<file path="src/sv/lobm_pkg.sv">
// Shared types and constants for the limit order book matcher.
package lobm_pkg;

  localparam int QTY_W = 31;
  localparam int ID_W  = 32;
  localparam int TN_W  = 32;

  localparam logic SIDE_BUY     = 1'b0;
  localparam logic SIDE_SELL    = 1'b1;
  localparam logic KIND_LIMIT   = 1'b0;
  localparam logic KIND_MARKET  = 1'b1;

  typedef enum logic [1:0] {
    OUT_FILLED  = 2'd0,
    OUT_RESTED  = 2'd1,
    OUT_DROPPED = 2'd2,
    OUT_FULL    = 2'd3
  } outcome_t;

  localparam int MAX_RESULTS = 64;
  localparam int NRES_W      = 7;

endpackage

</file>
<file path="src/sv/lobm_front.sv">
// Input side: accept orders into a short queue ahead of the matching engine.
module lobm_front
  import lobm_pkg::*;
#(
  parameter int PW = 16,
  parameter int DEPTH = 2
) (
  input  logic            clk,
  input  logic            rst_n,
  input  logic            in_valid,
  output logic            in_ready,
  input  logic            in_side,
  input  logic            in_kind,
  input  logic [PW-1:0]   in_price,
  input  logic [QTY_W-1:0] in_qty,
  input  logic [ID_W-1:0] in_id,
  output logic            q_valid,
  input  logic            q_ready,
  output logic            q_side,
  output logic            q_kind,
  output logic [PW-1:0]   q_price,
  output logic [QTY_W-1:0] q_qty,
  output logic [ID_W-1:0] q_id
);
  localparam int W = 2 + PW + QTY_W + ID_W;
  localparam int AW = $clog2(DEPTH);

  logic [W-1:0] mem_r [DEPTH];
  logic [AW-1:0] wp_r, rp_r;
  logic [AW:0] cnt_r;
  logic push, pop;

  assign in_ready = (cnt_r != (AW+1)'(DEPTH));
  assign q_valid  = (cnt_r != '0);
  assign push = in_valid & in_ready;
  assign pop  = q_valid & q_ready;
  assign {q_side, q_kind, q_price, q_qty, q_id} = mem_r[rp_r];

  // Store transfers and advance pointers
  always_ff @(posedge clk) begin
    if (push) mem_r[wp_r] <= {in_side, in_kind, in_price, in_qty, in_id};
    if (!rst_n) begin
      wp_r <= '0;
      rp_r <= '0;
      cnt_r <= '0;
    end else begin
      if (push) wp_r <= (wp_r == AW'(DEPTH-1)) ? '0 : wp_r + 1'b1;
      if (pop)  rp_r <= (rp_r == AW'(DEPTH-1)) ? '0 : rp_r + 1'b1;
      cnt_r <= cnt_r + (AW+1)'(push) - (AW+1)'(pop);
    end
  end
endmodule

</file>
<file path="config.mk">
export PLATFORM = sky130hd
export DESIGN_NAME = lobm_front
export DESIGN_NICKNAME = d
export VERILOG_FILES = /design/src/sv/lobm_pkg.sv /design/src/sv/lobm_front.sv
export SDC_FILE = /design/constraint.sdc
export NUM_CORES = 1
export LEC_CHECK = 0
export ABC_CLOCK_PERIOD_IN_PS = 3400
export BUFFER_PORTS_ARGS = -buffer_cell sky130_fd_sc_hd__buf_2
export CAP_MARGIN = 40
export CORE_MARGIN = 1
export CORE_UTILIZATION = 50
export CTS_CLUSTER_SIZE = 20
export DETAILED_ROUTE_END_ITERATION = 6
export GPL_TIMING_DRIVEN = 0
export PLACE_DENSITY = 0.84
export SLEW_MARGIN = 20
export SYNTH_ARGS = -nofsm -noshare
export SYNTH_HDL_FRONTEND = slang
export SYNTH_SLANG_ARGS = --single-unit
</file>
<file path="constraint.sdc">
create_clock -name clk -period 3.4 [get_ports clk]
set_clock_uncertainty 0.15 [all_clocks]
set_input_delay 0.68 -clock clk [delete_from_list [all_inputs] [get_ports clk]]
set_output_delay 0.68 -clock clk [all_outputs]
set_load 0.05 [all_outputs]
</file>
# Yosys cells after proc, flatten, opt, wreduce, memory -nomap -nowiden
# Memory sizes are Yosys's and may differ from the RTL's. A register that Yosys moved wholly into a read port is not among the register bits.
# Index checks and enable logic that the tools add are counted.
word_totals:
  register_bits: 4
  latchBits: 0
  ram_bits: 162
  romBits: 0
  input_bits: 85
  output_inout_bits: 83
  elab_cells: 18
  mem_count: 1
op_classes:
  n_addsub: 4
  multipliers: 0
  div: 0
  magnitude_cmp: 0
  eq_ne: 1
  shift: 0
  n_mux: 6
  bitwise: 2
  n_reduce_logical: 1
memory_table:
  columns: ["memory", "depth", "word_bits", "read_ports", "rd_ports_with_merged_regs", "wr", "line", "source"]
  rows:
  - ["mem_r", 2, 81, 1, 1, 1, "lobm_front.sv:28", "logic [W-1:0] mem_r [DEPTH];"]
op_table:
  columns: ["cell", "n"]
  rows:
  - ["2-to-1 mux 1 bit", 6]
  - ["adder 1 bit (second input constant)", 2]
  - ["adder 2 x 1 -> 2 bit", 1]
  - ["bitwise AND 1 bit", 2]
  - ["!= test 2 bit (second input constant)", 1]
  - ["nonzero test 2 bit", 1]
  - ["subtractor 2 x 1 -> 2 bit", 1]

# Depth between registers and ports, before layout
logic_depth:
  word_depth: 4
  ltp_mapped: 6

# Worst setup path before layout
# No wires, ideal clock.
synth_timing:
  path_type: "register to register"
  start: "register cnt_r[0]"
  end: "memory mem_r[1][0] in the netlist's numbering, enable pin"
  setup_ps: 449
  arrival_ps: 2948
  path_slack_ps: -147
  path_stages_with_launch: 3
  path_buffers: 0
  path_cell_list: "dfxtp_1 > nand2b_1 > and3_1"
synth_between:
  elab_chain_cells: 4
synth_lines:
  columns: ["item", "line", "source"]
  rows:
  - ["start: declaration", "lobm_front.sv:30", "logic [AW:0] cnt_r;"]
  - ["start signal: assignment", "lobm_front.sv:49", "cnt_r <= cnt_r + (AW+1)'(push) - (AW+1)'(pop);"]
  - ["!= test 2 bit", "lobm_front.sv:33", "assign in_ready = (cnt_r != (AW+1)'(DEPTH));"]
  - ["via in_ready", "lobm_front.sv:11", "output logic in_ready,"]
  - ["bitwise AND 1 bit", "lobm_front.sv:35", "assign push = in_valid & in_ready;"]
  - ["2-to-1 mux 1 bit", "lobm_front.sv:41", "if (push) mem_r[wp_r] <= {in_side, in_kind, in_price, in_qty, in_id};"]
  - ["2-to-1 mux 1 bit (implied by the code)", "lobm_front.sv:41", null]
  - ["end: declaration", "lobm_front.sv:28", null]
# The timed path passes the listed nets, and every way through them passes these cells.

==> impl_results.rst <==
.. list-table::
   :header-rows: 1

   * - Metric
     - Value
   * - Outcome
     - finished clean
   * - Final critical delay including setup and external delays
     - 2.52 ns
   * - Nature of the critical path startpoint
     - flip-flop
   * - Wire length of the first global-routing pass
     - 15.8 mm
   * - Vias in the first global route
     - 3353
   * - Sequence of cells on the critical path
     - buf_4 > buf_6 > mux2_4 > buf_2
   * - Length of the first detailed-routing pass in iterations
     - 4
   * - Number of nets in the synthesized netlist
     - 367
   * - Peak ir drop on the vdd network
     - 0.480 mV
   * - Last weighted congestion value of the routability-driven placer
     - 0.652
   * - Critical path capture point type
     - output port
   * - Initial cell density of the core
     - 0.512
   * - Share of synthesized cell area in and, or, nand and nor gates
     - 0.0115
   * - Fraction of synthesized cell area in xor and xnor cells
     - 0.00136
   * - Overall die area
     - 13300 µm²
   * - Delay-heaviest family, CP
     - buffers and inverters
   * - Setup repair bufs after CTS
     - 0
   * - Post-Synthesis Cells
     - 281
   * - Relative area change from synthesis to final layout
     - 26.1%
   * - Power, Total
     - 6.49 mW
   * - Startpoint-to-endpoint class of the critical path
     - reg -> out
   * - Buffer cell driving the clock tree root
     - sky130_fd_sc_hd__clkbuf_16
   * - Cells on worst reg2reg path
     - 4
   * - Post-synth top area share
     - 0.756
   * - Total routing usage reported by global routing
     - 0.165
   * - Routed wirelength normalized by instance count
     - 16.3 µm
   * - Most frequent standard cell in the layout excluding fill and tap cells
     - sky130_fd_sc_hd__buf_2
   * - Multiplexer share of the synthesized area
     - 0.190
   * - H-tree levels
     - 4
   * - Worst Max-Slew Pin Slew
     - 0.515 ns
   * - Utilization of the core after routing
     - 0.646
   * - Hold/Removal Path Class
     - in -> reg
   * - Post-synthesis instance area
     - 6440 µm²
   * - Number of distinct standard cells referenced by the synthesized netlist
     - 25
   * - Part of the Yosys area used for sequential elements
     - 0.771
   * - Number of port buffers
     - 167
   * - Setup repair after global routing missed its margin
     - false
   * - Number of fill cells
     - 883
   * - Power Dens Cells
     - 799 nW/µm²
   * - Largest stage delay on the critical path
     - 0.31 ns
   * - Number of maximum-capacitance constraint violations
     - 0
   * - Dominant combinational cell family by area after synthesis
     - multiplexers
   * - Max_slew headroom
     - 0.657
   * - Sequential cell area
     - 4960 µm²
   * - GRT Residual Overflow
     - 0
   * - Post-detail-place hpwl
     - 7.17 mm
   * - DR iter-0 viols
     - 215
   * - Post-detailed-routing wire length
     - 10.7 mm
   * - Vertical die dimension
     - 115 µm
   * - Worst-skew pair later-pin latency
     - 0.41 ns
   * - Most used cells in the layout excluding fill and tap cells
     - 167 x sky130_fd_sc_hd__buf_2, 162 x sky130_fd_sc_hd__edfxtp_1, 80 x sky130_fd_sc_hd__mux2_4
   * - Worst Path Max Fanout
     - 10
   * - Placeable core region
     - 12600 µm²
   * - Number of buffers inserted by hold repair at cts
     - 0
   * - Mean cell area of the mapped netlist
     - 22.9 µm²
   * - Setup Viol. Count Final
     - 0
   * - Vias
     - 3204
   * - Average vias per placed instance
     - 4.91
   * - Number of resized instances in the post-cts repair step
     - 0
   * - Post-synthesis adder-cell area fraction
     - 0.00194
   * - Total count of max-transition violations in the final report
     - 0
   * - Pin count of the biggest net entering global routing
     - 52
   * - Number of top-level design ports
     - 168
   * - Worst hold slack
     - 0.305 ns
   * - # nets final
     - 555
   * - Number of buffers and inverters on the critical path
     - 3
   * - Yosys Warn Count
     - 0
   * - Register bit total from synthesis
     - 167
   * - Worst EP arrival
     - 1.69 ns
   * - Number of buffers inserted during clock tree synthesis
     - 17
   * - Cell Rows
     - 41
   * - Final worst-path cycle share
     - 0.740
   * - Cell taking the most area after synthesis
     - sky130_fd_sc_hd__edfxtp_1
   * - Final hold vios
     - 0
   * - Multi-input gate area
     - 1380 µm²
   * - Residual DRC count
     - 0
   * - Share of layout cells above drive strength 1
     - 0.598
   * - Maximum count of clock buffers along a single path
     - 2
   * - Maximum achievable frequency
     - 398 MHz
   * - Complex-gate fraction of the synthesized area
     - 0.00836
   * - Leading cell types by total area after synthesis
     - sky130_fd_sc_hd__edfxtp_1 76%, sky130_fd_sc_hd__mux2_4 19%, sky130_fd_sc_hd__dfxtp_1 1.6%, sky130_fd_sc_hd__buf_6 1.4%, sky130_fd_sc_hd__a21bo_1 0.31%
   * - Clock transition time at the flip-flop clock pins of the worst setup and hold paths
     - 0.06 ns
   * - Lkg Pwr
     - 3.22 nW
   * - Sinks on Clock Net
     - 167
   * - TritonCTS clock tree
     - yes
   * - Path length in cells of the critical path
     - 4
   * - Antenna violations before repair
     - 1
   * - Width of the die
     - 115 µm
   * - Cells on Worst Hold Path
     - 1
   * - Slowest stage cell, crit path
     - sky130_fd_sc_hd__mux2_4
   * - Residual antenna-violating net count after detailed routing
     - 0
   * - Worst endpoint required time
     - 2.57 ns
sequential cells by signal, indices dropped and copies added, names as in the netlist, named ones only:
register,flops
mem_r,162
cnt_r,2
rp_r,1
wp_r,1
stage by stage:
stage | setup WS, ns | setup TNS [ns] | instance area [µm²] | std cells
global route | 0.785 | 0 | 8120 | 653
detailed placement | 1.12 | 0 | 7550 | 622
global placement | -0.535 | -43.02 | 7490 | 620
floorplan | 0.154 | 0 | 6440 | 281
CTS | 0.816 | 0 | 8120 | 652
finish | 0.885 | 0 | 8120 | 653
cells by family (layout without fill, tap and decap cells):
kind of cell,after synthesis,after routing
buffers and inverters,10,209
XOR/XNOR,1,1
multiplexers,82,82
adder cells (fa/ha/maj),1,1
AO/OA/AOI/OAI,7,7
other,0,1
AND/OR/NAND/NOR,13,13
flip-flops,167,167
layer usage:
layer | vias to the layer above | routed length, µm | GRT usage
met5 | - | 0 | 0
met2 | 125 | 5690 | 0.291
met4 | 0 | 273 | 0.0935
met3 | 20 | 684 | 0.0581
li1 | 1490 | - | -
met1 | 1569 | 4000 | 0.170
area by class of cell:
cell class / count / share of cell area
clock buffers: 18 / 0.0529
plain buffers: 9 / 0.0120
clock inverters: 12 / 0.0168
multi-input cells: 104 / 0.170
inverters: 1 / 0.000771
flip-flops and latches: 167 / 0.611
repair buffers: 169 / 0.110
diodes: 1 / 0.000308
well taps: 172 / 0.0265
path summary, 6_finish.rpt:
path,to,startpoint,slack (ns)
worst max-delay path,q_price[2],flip-flop,0.88
worst min-delay path,mem_r[1][55]$_DFFE_PP_,in_qty[23],0.30
worst max register to register,mem_r[0][1]$_DFFE_PP_,cnt_r[0]$_SDFF_PN0_,1.32
worst min register to register,flip-flop,rp_r$_SDFFE_PN0P_,0.44
synth_stat cells:
master	instances
sky130_fd_sc_hd__edfxtp_1	162
sky130_fd_sc_hd__and2_1	3
sky130_fd_sc_hd__o21ai_1	1
sky130_fd_sc_hd__and3_1	1
sky130_fd_sc_hd__ha_1	1
sky130_fd_sc_hd__buf_6	8
sky130_fd_sc_hd__a21bo_1	2
sky130_fd_sc_hd__xnor2_1	1
sky130_fd_sc_hd__mux2i_1	1
sky130_fd_sc_hd__a21boi_1	1
sky130_fd_sc_hd__buf_4	1
sky130_fd_sc_hd__nand3_1	1
sky130_fd_sc_hd__dfxtp_1	5
sky130_fd_sc_hd__a211oi_1	1
sky130_fd_sc_hd__mux2_2	1
sky130_fd_sc_hd__nor2b_1	1
sky130_fd_sc_hd__o21ai_0	1
sky130_fd_sc_hd__inv_1	1
sky130_fd_sc_hd__or2_2	1
sky130_fd_sc_hd__a32oi_1	1
sky130_fd_sc_hd__nand2_1	1
sky130_fd_sc_hd__nand2b_1	2
sky130_fd_sc_hd__mux2_4	80
sky130_fd_sc_hd__nor2_1	2
sky130_fd_sc_hd__nand3b_1	1
power by group:
group / total (mW) / internal (mW) / switching, mW
sequential: 2.57 / 2.50 / 0.0615
clock: 1.83 / 1.13 / 0.701
combinational: 2.09 / 0.710 / 1.38
Note: power is estimated with default switching activity, not from simulation.
